<file path="src/rtl/core/u8d_pkg.sv">
`timescale 1ns / 1ps
`default_nettype none

package u8d_pkg;

    // Field widths
    localparam int unsigned BYTE_W = 8;
    localparam int unsigned CP_W   = 21;

    // Byte class masks and tags
    localparam logic [BYTE_W-1:0] CONT_MASK  = 8'hC0;
    localparam logic [BYTE_W-1:0] CONT_TAG   = 8'h80;
    localparam logic [BYTE_W-1:0] ASCII_MASK = 8'h80;
    localparam logic [BYTE_W-1:0] LEAD2_MASK = 8'hE0;
    localparam logic [BYTE_W-1:0] LEAD2_TAG  = 8'hC0;
    localparam logic [BYTE_W-1:0] LEAD3_MASK = 8'hF0;
    localparam logic [BYTE_W-1:0] LEAD3_TAG  = 8'hE0;
    localparam logic [BYTE_W-1:0] LEAD4_MASK = 8'hF8;
    localparam logic [BYTE_W-1:0] LEAD4_TAG  = 8'hF0;

    // Result queue geometry
    localparam int unsigned QDEPTH = 4;
    localparam int unsigned QPTR_W = 2;
    localparam int unsigned QCNT_W = 3;

    typedef enum logic [2:0] {
        LEAD_ASCII,
        LEAD_TWO,
        LEAD_THREE,
        LEAD_FOUR,
        LEAD_BAD
    } lead_t;

    typedef struct packed {
        logic [BYTE_W-1:0] byte_value;
        logic              string_end;
    } in_item_t;

    typedef struct packed {
        logic [CP_W-1:0] code_point;
        logic            error;
        logic            last_result;
    } out_item_t;

    // Results raised by one byte, in order
    typedef struct packed {
        logic [1:0] count;
        out_item_t  first;
        out_item_t  second;
    } res_pair_t;

    // Classify a byte at a lead position
    function automatic lead_t lead_class(input logic [BYTE_W-1:0] b);
        lead_t cls;
        if ((b & ASCII_MASK) == '0) begin
            cls = LEAD_ASCII;
        end
        else if ((b & LEAD2_MASK) == LEAD2_TAG) begin
            cls = LEAD_TWO;
        end
        else if ((b & LEAD3_MASK) == LEAD3_TAG) begin
            cls = LEAD_THREE;
        end
        else if ((b & LEAD4_MASK) == LEAD4_TAG) begin
            cls = LEAD_FOUR;
        end
        else begin
            cls = LEAD_BAD;
        end
        return cls;
    endfunction

endpackage

`default_nettype wire

</file>
<file path="src/rtl/core/u8d_stream_if.sv">
`timescale 1ns / 1ps
`default_nettype none

interface u8d_stream_if #(
    parameter type payload_t = logic
) ();
    logic     valid;
    logic     ready;
    payload_t payload;

    modport source (output valid, output payload, input ready);
    modport sink (input valid, input payload, output ready);
endinterface

`default_nettype wire

</file>
<file path="src/rtl/core/u8d_decode.sv">
`timescale 1ns / 1ps
`default_nettype none

module u8d_decode (
    input  logic               clk,
    input  logic               rst_n,
    input  logic               take,
    input  u8d_pkg::in_item_t  in_item,
    output u8d_pkg::res_pair_t res
);
    import u8d_pkg::*;

    logic [1:0]      rem_reg, rem_next;
    logic [CP_W-1:0] pv_reg, pv_next;
    logic            skip_reg, skip_next;

    logic [BYTE_W-1:0] b;
    logic              str_end;
    logic              is_cont;
    lead_t             lead;
    logic [CP_W-1:0]   pv_shift;
    logic              do_lead;
    logic              pre_v, main_v, main_err, trunc_v;
    logic [CP_W-1:0]   main_cp;
    out_item_t         err_item, main_item;

    assign b       = in_item.byte_value;
    assign str_end = in_item.string_end;
    assign is_cont = (b & CONT_MASK) == CONT_TAG;
    assign lead    = lead_class(b);

    // Work out next state and the candidate results of this byte
    always_comb
    begin
        rem_next  = rem_reg;
        pv_next   = pv_reg;
        skip_next = skip_reg;
        pv_shift  = {pv_reg[CP_W-7:0], b[5:0]};
        do_lead   = 1'b0;
        pre_v     = 1'b0;
        main_v    = 1'b0;
        main_err  = 1'b0;
        main_cp   = '0;
        trunc_v   = 1'b0;

        if (rem_reg != 2'd0)
        begin
            if (is_cont)
            begin
                if (rem_reg == 2'd1)
                begin
                    main_v    = 1'b1;
                    main_cp   = pv_shift;
                    rem_next  = 2'd0;
                    pv_next   = '0;
                    skip_next = 1'b1;
                end
                else
                begin
                    rem_next = rem_reg - 2'd1;
                    pv_next  = pv_shift;
                    trunc_v  = str_end;
                end
            end
            else
            begin
                // broken sequence: flag it, then restart on this byte
                pre_v   = 1'b1;
                do_lead = 1'b1;
            end
        end
        else if (!(skip_reg && is_cont))
        begin
            do_lead = 1'b1;
        end

        if (do_lead)
        begin
            skip_next = 1'b0;
            rem_next  = 2'd0;
            pv_next   = '0;
            unique case (lead)
                LEAD_ASCII:
                begin
                    main_v  = 1'b1;
                    main_cp = {{(CP_W-BYTE_W){1'b0}}, b};
                end
                LEAD_TWO:
                begin
                    pv_next  = {{(CP_W-5){1'b0}}, b[4:0]};
                    rem_next = 2'd1;
                end
                LEAD_THREE:
                begin
                    pv_next  = {{(CP_W-4){1'b0}}, b[3:0]};
                    rem_next = 2'd2;
                end
                LEAD_FOUR:
                begin
                    pv_next  = {{(CP_W-3){1'b0}}, b[2:0]};
                    rem_next = 2'd3;
                end
                default:
                begin
                    main_v    = 1'b1;
                    main_err  = 1'b1;
                    skip_next = 1'b1;
                end
            endcase
            trunc_v = str_end && (rem_next != 2'd0);
        end

        // every string starts fresh
        if (str_end)
        begin
            rem_next  = 2'd0;
            pv_next   = '0;
            skip_next = 1'b0;
        end
    end

    // Pack the candidates into first and second result
    always_comb
    begin
        err_item.code_point   = '0;
        err_item.error        = 1'b1;
        err_item.last_result  = 1'b0;
        main_item.code_point  = main_err ? '0 : main_cp;
        main_item.error       = main_err;
        main_item.last_result = 1'b0;

        res.count = {1'b0, pre_v} + {1'b0, main_v} + {1'b0, trunc_v};

        priority if (pre_v)
        begin
            res.first = err_item;
        end
        else if (main_v)
        begin
            res.first = main_item;
        end
        else
        begin
            res.first = err_item;
        end

        if (pre_v && main_v)
        begin
            res.second = main_item;
        end
        else
        begin
            res.second = err_item;
        end

        res.first.last_result  = (res.count == 2'd1);
        res.second.last_result = 1'b1;
    end

    // Hold decoder state between bytes
    always_ff @(posedge clk or negedge rst_n)
    begin
        if (!rst_n)
        begin
            rem_reg  <= 2'd0;
            pv_reg   <= '0;
            skip_reg <= 1'b0;
        end
        else if (take)
        begin
            rem_reg  <= rem_next;
            pv_reg   <= pv_next;
            skip_reg <= skip_next;
        end
    end

    a_fresh_after_end: assert property (@(posedge clk) disable iff (!rst_n)
        (take && str_end) |=> (rem_reg == 2'd0 && skip_reg == 1'b0 && pv_reg == '0))
        else $error("decoder state not cleared after string end");

    a_err_zero_cp: assert property (@(posedge clk) disable iff (!rst_n)
        (res.count != 2'd0 && res.first.error) |-> (res.first.code_point == '0))
        else $error("error result carries a code point");

    a_no_pending_skip: assert property (@(posedge clk) disable iff (!rst_n)
        (rem_reg != 2'd0) |-> !skip_reg)
        else $error("skip set inside a sequence");

    a_max_two: assert property (@(posedge clk) disable iff (!rst_n)
        res.count != 2'd3)
        else $error("more than two results for one byte");

endmodule

`default_nettype wire

</file>
<file path="src/rtl/core/u8d_out_queue.sv">
`timescale 1ns / 1ps
`default_nettype none

module u8d_out_queue (
    input  logic               clk,
    input  logic               rst_n,
    input  logic               push,
    input  u8d_pkg::res_pair_t res,
    output logic               room,
    u8d_stream_if.source       out_ch
);
    import u8d_pkg::*;

    out_item_t         ent_reg [QDEPTH];
    logic [QPTR_W-1:0] wr_reg, wr_next;
    logic [QPTR_W-1:0] rd_reg, rd_next;
    logic [QCNT_W-1:0] cnt_reg, cnt_next;
    logic [1:0]        push_cnt;
    logic              pop;
    logic [QPTR_W-1:0] wr_plus1;

    // Room for the two results a byte may raise
    assign room     = cnt_reg <= QCNT_W'(QDEPTH - 2);
    assign push_cnt = push ? res.count : 2'd0;
    assign pop      = out_ch.valid && out_ch.ready;
    assign wr_plus1 = wr_reg + QPTR_W'(1);

    assign out_ch.valid   = cnt_reg != '0;
    assign out_ch.payload = ent_reg[rd_reg];

    // Advance pointers and count
    always_comb
    begin
        wr_next  = wr_reg + QPTR_W'(push_cnt);
        rd_next  = pop ? rd_reg + QPTR_W'(1) : rd_reg;
        cnt_next = cnt_reg + QCNT_W'(push_cnt) - QCNT_W'(pop);
    end

    always_ff @(posedge clk or negedge rst_n)
    begin
        if (!rst_n)
        begin
            wr_reg  <= '0;
            rd_reg  <= '0;
            cnt_reg <= '0;
        end
        else
        begin
            wr_reg  <= wr_next;
            rd_reg  <= rd_next;
            cnt_reg <= cnt_next;
        end
    end

    // Store results in order
    always_ff @(posedge clk)
    begin
        if (push_cnt != 2'd0)
        begin
            ent_reg[wr_reg] <= res.first;
        end
        if (push_cnt == 2'd2)
        begin
            ent_reg[wr_plus1] <= res.second;
        end
    end

    a_cnt_bound: assert property (@(posedge clk) disable iff (!rst_n)
        cnt_reg <= QCNT_W'(QDEPTH))
        else $error("result queue overflow");

    a_push_room: assert property (@(posedge clk) disable iff (!rst_n)
        (push_cnt != 2'd0) |-> room)
        else $error("push without room");

    a_ptr_gap: assert property (@(posedge clk) disable iff (!rst_n)
        (wr_reg - rd_reg) == cnt_reg[QPTR_W-1:0])
        else $error("queue pointers disagree with count");

endmodule

`default_nettype wire

</file>
<file path="src/rtl/core/utf8_stream_decoder.sv">
`timescale 1ns / 1ps
`default_nettype none

// Channel  Dir  Payload                              Accept
// in_ch    in   byte_value[7:0], string_end          valid && ready
// out_ch   out  code_point[20:0], error, last_result valid && ready
//
// One byte is accepted per cycle while the queue has room; its results enter a
// four-entry result queue and leave it one per cycle while out_ch is ready, so a byte
// raising two results leaves as two transfers. With the queue empty, the first
// result of a byte appears on out_ch the cycle after the byte is accepted; queued
// results delay it further. Input ready drops while the queue holds more than two
// results. Reset clears decoder state and empties the queue.

module utf8_stream_decoder (
    input  logic         clk,
    input  logic         rst_n,
    u8d_stream_if.sink   in_ch,
    u8d_stream_if.source out_ch
);
    import u8d_pkg::*;

    logic      room;
    logic      take;
    res_pair_t res;

    assign in_ch.ready = room;
    assign take        = in_ch.valid && room;

    u8d_decode u_decode (
        .clk     (clk),
        .rst_n   (rst_n),
        .take    (take),
        .in_item (in_ch.payload),
        .res     (res)
    );

    u8d_out_queue u_queue (
        .clk    (clk),
        .rst_n  (rst_n),
        .push   (take),
        .res    (res),
        .room   (room),
        .out_ch (out_ch)
    );

endmodule

`default_nettype wire

</file>
<file path="src/flat_wrapper.sv">
// flat-port wrapper written by rule: the top's interface ports become plain ports
module utf8_stream_decoder_flat import u8d_pkg::*;
  (clk, rst_n, in_ch_valid, in_ch_payload, in_ch_ready, out_ch_valid, out_ch_payload, out_ch_ready);
  u8d_stream_if #(.payload_t(in_item_t)) in_ch_i ();
  u8d_stream_if #(.payload_t(out_item_t)) out_ch_i ();
  input  logic clk;
  input  logic rst_n;
  input wire logic [$bits(in_ch_i.valid)-1:0] in_ch_valid;
  input wire logic [$bits(in_ch_i.payload)-1:0] in_ch_payload;
  output wire logic [$bits(in_ch_i.ready)-1:0] in_ch_ready;
  output wire logic [$bits(out_ch_i.valid)-1:0] out_ch_valid;
  output wire logic [$bits(out_ch_i.payload)-1:0] out_ch_payload;
  input wire logic [$bits(out_ch_i.ready)-1:0] out_ch_ready;
  assign in_ch_i.valid = in_ch_valid;
  assign in_ch_i.payload = in_ch_payload;
  assign in_ch_ready = in_ch_i.ready;
  assign out_ch_valid = out_ch_i.valid;
  assign out_ch_payload = out_ch_i.payload;
  assign out_ch_i.ready = out_ch_ready;
  utf8_stream_decoder u_core (.clk(clk), .rst_n(rst_n), .in_ch(in_ch_i), .out_ch(out_ch_i));
endmodule
</file>
<file path="config.mk">
export PLATFORM = sky130hd
export DESIGN_NAME = utf8_stream_decoder_flat
export DESIGN_NICKNAME = d
export VERILOG_FILES = /design/src/rtl/core/u8d_pkg.sv /design/src/rtl/core/u8d_stream_if.sv /design/src/rtl/core/u8d_decode.sv /design/src/rtl/core/u8d_out_queue.sv /design/src/rtl/core/utf8_stream_decoder.sv /design/src/flat_wrapper.sv
export SDC_FILE = /design/constraint.sdc
export NUM_CORES = 1
export LEC_CHECK = 0
export BUFFER_PORTS_ARGS = -buffer_cell sky130_fd_sc_hd__buf_2
export CORE_MARGIN = 10
export CORE_UTILIZATION = 42
export DETAILED_ROUTE_END_ITERATION = 7
export PLACE_DENSITY = 0.71
export SYNTH_ARGS = -nofsm -noshare
export SYNTH_HDL_FRONTEND = slang
export SYNTH_HIERARCHICAL = 1
export SYNTH_SLANG_ARGS = --single-unit
</file>
<file path="constraint.sdc">
create_clock -name clk -period 4.3 [get_ports clk]
set_input_delay 0 -clock clk [delete_from_list [all_inputs] [get_ports clk]]
set_output_delay 0 -clock clk [all_outputs]
set_load 0.005 [all_outputs]
</file>
==> summary.txt, run 1 <==
Timing
  • Worst slew pin tran: slightly below 1000 ps
  • Max_slew headroom: 0.359
  • Final setup violation count: 0
  • Final Cycle Share: 0.858
  • Hold slack final: around 120 ps
  • Clk_skew: between 10 and 15 ps
  • Setup_tns: 0 ps
  • Slew Viols, Final: 0
  • Hold Vio Cnt, Final: 0
  • Fmax: between 0.2 and 0.3 GHz
  • Crit path time final: 3690 ps
  • RSZ-0062 raised after global routing: no

Clocking
  • Post-CTS Resized: 0
  • CTS Buf Count: 17
  • Setup Buffers After CTS: 0
  • CTS max path bufs: 2
  • Register clock-pin slew on the reported worst setup and hold paths: about 50 ps
  • Clock sink count: 117
  • Max H-tree Level: 4
  • Later-pin clock latency in the skew report: between 400 and 500 ps
  • CTS tree: built
  • Root buffer cell: clkbuf_16

Critical path
  • Worst Path Max Fanout: 11
  • Setup crit start kind: flop
  • Cell repeated most along the worst path: inv_1
  • CP Capture Type: flop
  • Buf/Inv on CP: 3
  • Worst-path cell chain: inv_1 > ha_1 > nand2_1 > o21ai_0 > nor2_1 > a211oi_1 > fa_1 > inv_1 > nand3b_1 > or3_1 > buf_4 > mux2_4
  • Slowest CP cell: or3_1
  • Data required, critical path: about 4500 ps
  • CP max stage delay: slightly below 700 ps
  • Crit path arrival time: about 3800 ps
  • Cell family with most CP delay: simple AND/OR/NAND/NOR gates
  • Crit path kind: reg2reg

Synth
  • YS warnings: 6
  • Synthesized area: roughly 6200 µm²
  • EDFF count, synth: just over 90
  • Largest family of logic cells by synthesized area: multiplexers
  • Synth Register Bits: between 100 and 150
  • Mapped Avg Cell Area: ~15 µm²
  • FFs w/ async S/R, synth: 0.214
  • Seq/Total Area, Yosys: 0.546
  • Synth Instances: about 420
  • Synth Flop Type: edfxtp_1
  • Post-Synth Simple-Gate Area: 0.0730
  • Compound-Gate Fraction of Synth Area: 0.0420
  • Mux cell area share after synthesis: 0.264
  • XOR/XNOR Fraction of Synth Area: 0.00847
  • Distinct cells, synth: 39
  • Adder-cell share of the synthesized area: 0.0186

Floorplanning
  • Die Area: around 20,000 µm²
  • Die W: approximately 140 µm
  • Core ar.: roughly 14,000 µm²
  • # IOs: 38
  • Starting Density: 0.428
  • Die H: approximately 140 µm
  • Core Rows: 44

Route
  • Pre-Repair DR Iteration Count: 4
  • Vias post-DR: ~3,600
  • Initial DRC Count: slightly above 200
  • Total Wirelength: ~13 mm
  • Drt drc: 0
  • Vias/cell: 5.41
  • Wire per inst: just under 20 µm
  • Post-route ant nets: 0

Worst hold path
  • Worst min path class: in2async

Run
  • Maxcap violations: 0

Global routing
  • First-pass GRT wire length: ~21 mm
  • Largest net degree at the start of global routing: 26
  • Global route overflow: 0
  • Vias in the first global route: 3,919
  • Initial antenna violation count: 0
  • Total track usage: 0.134

Pwr
  • Peak supply drop: 0.348 mV
  • P_leak: 2.80 nW
  • Pwr Density: about 580 nW/µm²

Layout
  • Fin util: 0.492
  • Fillers: about 1,200
  • Post-layout nets: slightly below 500
  • Most frequent cells in the layout: 92 x edfxtp_1, 69 x mux2_2, 37 x buf_2
  • Area grow syn2layout: 14.8%
  • # diodes: 0
  • Share of layout cells above drive strength 1: 0.392
  • Max reg flops: 92
  • Most common cell after layout, fill and taps aside: edfxtp_1

Placed design
  • Port Buf Inserts: 37
  • Post-DP HPWL: between 8 and 9 mm
  • Final weighted congestion in routability-driven placement: around 0.78

Outcome
  • Status: finished clean
-- report_power, final --
group / switching (mW) / internal [mW]
combinational: 0.715 / 0.629
clock: 0.454 / 0.775
sequential: 0.0912 / 1.46
-- final timing paths --
check | startpoint | to | slack [ps] | depth (start not counted)
min reg2reg | u_core/u_queue/rd_reg[1] | u_core/u_queue/rd_reg[1] | 480 | 1
max | u_core/u_decode/rem_reg[0] | u_core/u_queue/ent_reg[1][21] | 610 | 12
min in group clk | in_ch_payload[8] | u_core/u_decode/skip_reg | 120 | 4
max in group asynchronous | rst_n | u_core/u_decode/pv_reg[1] | 3780 | 2
min | rst_n | u_core/u_decode/skip_reg | 120 | 2
max reg2reg | u_core/u_decode/rem_reg[0] | u_core/u_queue/ent_reg[1][21] | 610 | 12
-- repair_timing --
item,in CTS,in global routing
endpoints found under the hold margin,34,0
hold buffers,9,0
endpoints found under the setup margin,0,0
-- synthesized netlist by cell type (all sizes together), types with 6 or more instances --
| cell | n | share of area |
|---|---|---|
| o21ai | 13 | 0.011 |
| mux4 | 23 | 0.084 |
| buf | 31 | 0.035 |
| clkbuf | 6 | 0.0036 |
| ha | 6 | 0.012 |
| a22o | 11 | 0.016 |
| nor2 | 13 | 0.0079 |
| nor2b | 9 | 0.0091 |
| a21oi | 6 | 0.0048 |
| and2 | 22 | 0.022 |
| inv | 12 | 0.0073 |
| nand2 | 18 | 0.011 |
| edfxtp | 92 | 0.45 |
| dfrtp | 25 | 0.10 |
| mux2 | 93 | 0.18 |
-- through the flow --
stage / cell area (µm²) / instances / power, mW / setup slack, ps
finish: 7120 / 666 / 4.13 / 609
global route: 7120 / 666 / 4.35 / 429
CTS: 7120 / 666 / 4.18 / 622
detailed placement: 6530 / 627 / 2.94 / 628
global placement: 6530 / 627 / 2.89 / 728
floorplan: 6250 / 431 / 2.50 / 700
-- layout make-up --
| class | instances | area, µm² | share of cell area |
|---|---|---|---|
| Clock buffer | 22 | 444 | 0.0624 |
| Clock inverter | 8 | 61.3 | 0.00861 |
| Timing Repair Buffer | 58 | 365 | 0.0513 |
| Tap cell | 184 | 230 | 0.0323 |
| Sequential cell | 117 | 3390 | 0.476 |
| Inverter | 12 | 45.0 | 0.00632 |
| Multi-Input combinational cell | 265 | 2590 | 0.363 |
-- worst register-to-register path, stage by stage, from the launching register on --
cell and delay [ps]:
dfrtp_1 370, inv_1 70, ha_1 320, nand2_1 180, o21ai_0 110, nor2_1 110
a211oi_1 60, fa_1 510, inv_1 90, nand3b_1 260, or3_1 690, buf_4 350
mux2_4 320
-- cell families (layout without fill, tap and decap cells) --
group / after synthesis / after routing
adder cells (fa/ha/maj): 8 / 8
XOR/XNOR: 6 / 6
AO/OA/AOI/OAI: 38 / 38
buffers and inverters: 49 / 100
flip-flops: 117 / 117
AND/OR/NAND/NOR: 82 / 82
other: 2 / 15
multiplexers: 116 / 116
-- per-layer routing --
metal	vias up	share of wire	GRT usage
li1	1662	-	-
met1	1847	0.44	0.162
met2	88	0.52	0.227
met3	8	0.033	0.0277
met4	0	0.010	0.0511
met5	-	0	0
(Power assumes the default switching activity.)
==> inputs of run 2 (changes only) <==
==> constraint.sdc (replaced) <==
create_clock -name clk -period 4.4 [get_ports clk]
set_input_delay 0 -clock clk [delete_from_list [all_inputs] [get_ports clk]]
set_output_delay 0 -clock clk [all_outputs]
set_load 0.005 [all_outputs]
==> run 2 against run 1 <==
Routed wire length increased by 0.90%. Clock skew decreased by 6.7 ps. Sequential power hardly changed. Flip-flop and latch count unchanged. Via count grew 0.39%. Combinational power decreased by 5%. Total power increased by 2.1%. Count of clock-buffer cells in the layout unchanged. Sequential share of layout area is 0.68 points lower.
==> summary.txt, run 2 (synthesized netlist as in run 1, its figures left out) <==
Layout
  • # diodes: 0
  • Max reg flops: between 90 and 100
  • FF/Latch Area: 3390 µm²
  • Fillers: about 1,200
  • Final instance area: slightly above 7000 µm²
  • Post-layout nets: between 400 and 500
  • Multi-input gate area: about 2600 µm²
  • Area grow syn2layout: 16.5%
  • Most frequent cells in the layout: 92 x edfxtp_1, 69 x mux2_2, 37 x buf_2
  • Share of layout cells above drive strength 1: 0.408
  • Most common cell after layout, fill and taps aside: edfxtp_1

Placed design
  • Post-DP HPWL: between 8 and 9 mm
  • Final weighted congestion in routability-driven placement: slightly below 0.8
  • Dpl ws: between 500 and 600 ps
  • Port Buf Inserts: 37
  • Post-Place Cell Area: 6530 µm²

Floorplanning
  • Die W: approximately 140 µm
  • Die H: about 140 µm
  • Core Rows: 44
  • Starting Density: 0.428
  • Die Area: around 20,000 µm²
  • # IOs: 38
  • Core ar.: roughly 14,000 µm²

Critical path
  • Data required, critical path: roughly 4600 ps
  • Launch point of the worst path: u_core/u_decode/rem_reg[0]
  • Crit path arrival time: ~4000 ps
  • CP Capture Type: flop
  • Crit path kind: reg2reg
  • Setup crit start kind: flop
  • Worst reg2reg path startpoint: u_core/u_decode/rem_reg[0]
  • R2R depth: 10
  • Worst Path Max Fanout: 14

Clocking
  • Max H-tree Level: 4
  • Post-CTS Resized: 0
  • Clock sink count: around 120
  • CTS tree: built
  • Root buffer cell: clkbuf_16
  • Register clock-pin slew on the reported worst setup and hold paths: about 50 ps
  • Hold Buf Count CTS: 9
  • CTS max path bufs: 2
  • CTS Buf Count: 17
  • Setup Buffers After CTS: 0
  • Later-pin clock latency in the skew report: 410 ps

Timing
  • RSZ-0062 raised after global routing: no
  • Fmax: approximately 0.26 GHz
  • Worst slew pin tran: around 950 ps
  • Hold slack final: roughly 94 ps
  • Hold Vio Cnt, Final: 0
  • Crit path time final: 3820 ps
  • Slew Viols, Final: 0
  • Setup_tns: 0 ps
  • Final WS setup: between 500 and 600 ps
  • Final Cycle Share: 0.869
  • Max_slew headroom: 0.367
  • Final setup violation count: 0
  • Clk_skew: approximately 7.5 ps

Outcome
  • Status: finished clean

Global routing
  • Largest net degree at the start of global routing: 26
  • GR Layer Usage met2: 0.228
  • Global route overflow: 0
  • Met3 GRT Util: 0.0370
  • GR peak layer: met2
  • Vias in the first global route: 3,849
  • Initial antenna violation count: 0
  • Total track usage: 0.135
  • First-pass GRT wire length: approximately 21 mm
  • Met1 Use GR: 0.161

Route
  • Drt drc: 0
  • Pre-Repair DR Iteration Count: 4
  • Total Wirelength: about 13 mm
  • Vias post-DR: approximately 3,600
  • Post-route ant nets: 0
  • Wire per inst: 19.5 µm
  • Vias/cell: around 5.4
  • Initial DRC Count: ~240

Worst hold path
  • Hold path depth: 5
  • Hold Crit Start: in_ch_payload[8]
  • Worst min path class: in2reg

Pwr
  • P_leak: between 2 and 3 nW
  • Total power: 4.21 mW
  • Peak supply drop: between 0.3 and 0.4 mV
  • Pwr Density: just under 600 nW/µm²

Run
  • Maxcap violations: 0
-- run 2: cell types whose count changed in the layout (fill, tap and decap cells not counted), sizes merged --
cell	change
buf	+1
bufinv	+2
clkinv	-1
clkinvlp	+1
-- run 2: cell type report --
cell class	instances	share of cell area
flip-flops and latches	117	0.469
multi-input cells	265	0.358
clock buffers	22	0.0656
repair buffers	59	0.0516
well taps	184	0.0319
clock inverters	10	0.0177
inverters	12	0.00623
-- run 2: final timing paths --
check,endpoint,slack (ps)
hold reg to reg,u_core/u_queue/rd_reg[1],480
min in group asynchronous,u_core/u_decode/rem_reg[1],120
max in group asynchronous,u_core/u_decode/pv_reg[13],3880
setup reg to reg,u_core/u_queue/ent_reg[1][12],580
setup / recovery,u_core/u_queue/ent_reg[1][12],580
hold / removal,u_core/u_decode/rem_reg[0],90
-- run 2: worst max-delay path, stage by stage, from the launching register on --
cell      delay, ps
dfrtp_1         370
inv_1            60
ha_1            320
o32ai_1         340
nand2_1         120
fa_1            530
inv_1            80
nand3b_1        260
or3_1           760
buf_4           390
mux2_4          320
-- run 2: report_power, final --
part           internal (mW)  leakage [nW]  total, mW  switching, mW
Combinational          0.613          1.39       1.27          0.653
Sequential              1.43          1.17       1.56          0.126
Clock                  0.928         0.299       1.39          0.463
-- run 2: stage by stage --
step	utilization	cells
after detailed placement	0.451	628
after global routing	0.499	669
after global placement	0.451	628
final	0.499	669
after CTS	0.499	669
after floorplan	-	431
-- run 2: metal layers --
layer  up-vias  share of wire
met2        77           0.53
met5         -              0
met1      1864           0.41
met3        14          0.043
met4         0          0.016
li1       1664              -
==> inputs of run 3 (changes only) <==
==> constraint.sdc (replaced) <==
create_clock -name clk -period 4.1 [get_ports clk]
set_input_delay 0 -clock clk [delete_from_list [all_inputs] [get_ports clk]]
set_output_delay 0 -clock clk [all_outputs]
set_load 0.005 [all_outputs]
==> run 3 against run 2 <==
Sequential share of layout area is 0.20 points higher. Utilization fell by 0.21 points. Via count shrank 0.99%. Maximum frequency rose by 3.3%. Clock power rose by 4%. Design area shrank 0.42%. Largest power group unchanged. Highest routed layer unchanged.
==> summary.txt, run 3 (synthesized netlist as in run 1, its figures left out) <==
Critical path
  • CP Capture Type: flop
  • Crit path kind: reg2reg
  • Crit path arrival time: between 3000 and 4000 ps
  • Worst Path Max Fanout: 11
  • Worst reg2reg path startpoint: u_core/u_decode/rem_reg[0]
  • Launch point of the worst path: u_core/u_decode/rem_reg[0]
  • R2R depth: 12
  • Setup crit start kind: flop
  • Data required, critical path: between 4000 and 5000 ps

Outcome
  • Status: finished clean

Floorplanning
  • Die H: 142 µm
  • # IOs: 38
  • Die Area: between 20,000 and 25,000 µm²
  • Starting Density: 0.428
  • Core Rows: 44
  • Die W: approximately 140 µm
  • Core ar.: 14,500 µm²

Layout
  • Most common cell after layout, fill and taps aside: edfxtp_1
  • Area grow syn2layout: 16.0%
  • Max reg flops: between 90 and 100
  • Share of layout cells above drive strength 1: 0.398
  • # diodes: 0
  • Fin util: 0.497
  • Post-layout nets: roughly 500
  • Most frequent cells in the layout: 92 x edfxtp_1, 69 x mux2_2, 37 x buf_2

Clocking
  • Max H-tree Level: 4
  • Register clock-pin slew on the reported worst setup and hold paths: ~50 ps
  • Root buffer cell: clkbuf_16
  • Later-pin clock latency in the skew report: 410 ps
  • Setup Buffers After CTS: 0
  • CTS max path bufs: 2
  • CTS Buf Count: 17
  • CTS tree: built
  • Clock sink count: between 100 and 150

Timing
  • Fmax: 0.270 GHz
  • Setup_tns: 0 ps
  • Clk_skew: around 7.4 ps
  • RSZ-0062 raised after global routing: no
  • Final Cycle Share: 0.903
  • Worst slew pin tran: just over 900 ps
  • Hold Vio Cnt, Final: 0
  • Slew Viols, Final: 0
  • Crit path time final: between 3000 and 4000 ps
  • Max_slew headroom: 0.384
  • Final setup violation count: 0

Run
  • Maxcap violations: 0

Global routing
  • Global route overflow: 0
  • Total track usage: 0.129
  • Largest net degree at the start of global routing: 26
  • Vias in the first global route: a little under 4,000
  • First-pass GRT wire length: between 20 and 25 mm
  • Initial antenna violation count: 0

Pwr
  • P_leak: approximately 2.8 nW
  • Peak supply drop: roughly 0.35 mV
  • Pwr Density: around 620 nW/µm²
  • P_int: 3.13 mW
  • Combinational power share: 0.311
  • Reg power frac: 0.367
  • Total power: roughly 4.5 mW
  • P_sw: between 1 and 1.5 mW
  • Clock network fraction of total power: 0.322
  • Sw Ratio: 0.297

Route
  • Pre-Repair DR Iteration Count: 5
  • Initial DRC Count: roughly 220
  • Wire per inst: roughly 19 µm
  • Vias post-DR: 3,583
  • Vias/cell: approximately 5.4
  • Drt drc: 0
  • Post-route ant nets: 0
  • Total Wirelength: ~13 mm

Placed design
  • Port Buf Inserts: 37
  • Post-DP HPWL: slightly below 8 mm
  • Final weighted congestion in routability-driven placement: 0.767

Worst hold path
  • Hold path depth: 4
  • Worst min path class: in2reg
  • Hold Crit Start: in_ch_payload[8]
## run 3: routing by layer
metal | GRT usage | part of all wire | vias to the layer above
li1 | - | - | 1668
met5 | 0 | 0 | -
met4 | 0.0608 | 0.016 | 0
met1 | 0.154 | 0.43 | 1820
met3 | 0.0310 | 0.041 | 16
met2 | 0.212 | 0.52 | 79
## run 3: worst max-delay path: stages (launching register included)
cell      delay (ps)
dfrtp_1          380
inv_1             70
ha_1             330
nand2_1          190
o21ai_0          100
nor2_1           100
a211oi_1          70
fa_1             510
inv_1             90
nand3b_1         260
or3_1            680
buf_4            350
mux2_4           320
## run 3: power groups by stage
stage | logic (mW) | clock network [mW] | registers [mW]
global placement | 1.38 | 0 | 1.65
floorplan | 1.01 | 0 | 1.61
CTS | 1.42 | 1.45 | 1.64
finish | 1.39 | 1.44 | 1.64
global route | 1.54 | 1.51 | 1.65
detailed placement | 1.41 | 0 | 1.66
## run 3: path summary, 6_finish.rpt
| path | endpoint | slack (ps) |
|---|---|---|
| setup / recovery | u_core/u_queue/ent_reg[1][14] | 400 |
| hold / removal | u_core/u_decode/skip_reg | 90 |
| setup reg to reg | u_core/u_queue/ent_reg[1][14] | 400 |
| hold reg to reg | u_core/u_decode/pv_reg[11] | 490 |
| max in group asynchronous | u_core/u_decode/pv_reg[0] | 3590 |
| min in group asynchronous | u_core/u_decode/skip_reg | 120 |
## run 3: area by class of cell
type | instances | area (µm²)
inverters | 12 | 45.0
repair buffers | 59 | 373
clock inverters | 13 | 139
clock buffers | 19 | 433
flip-flops and latches | 117 | 3390
fillers | 1176 | 7280
multi-input cells | 265 | 2590
well taps | 184 | 230
## run 3: through the flow
stage | hold WS (ps) | setup slack [ps] | cells | instance area (µm²)
after detailed placement | 32.6 | 427 | 628 | 6530
after CTS | 70.0 | 401 | 669 | 7200
after global placement | 21.0 | 532 | 628 | 6530
after floorplan | -296 | 500 | 431 | 6250
final | 86.2 | 399 | 669 | 7200
after global routing | 129 | 145 | 669 | 7200
## run 3: what timing repair did
action / 4_1_cts / 5_1_grt
hold buffers: 9 / 0
resized for setup: 0 / 0
endpoints found under the hold margin: 34 / 0
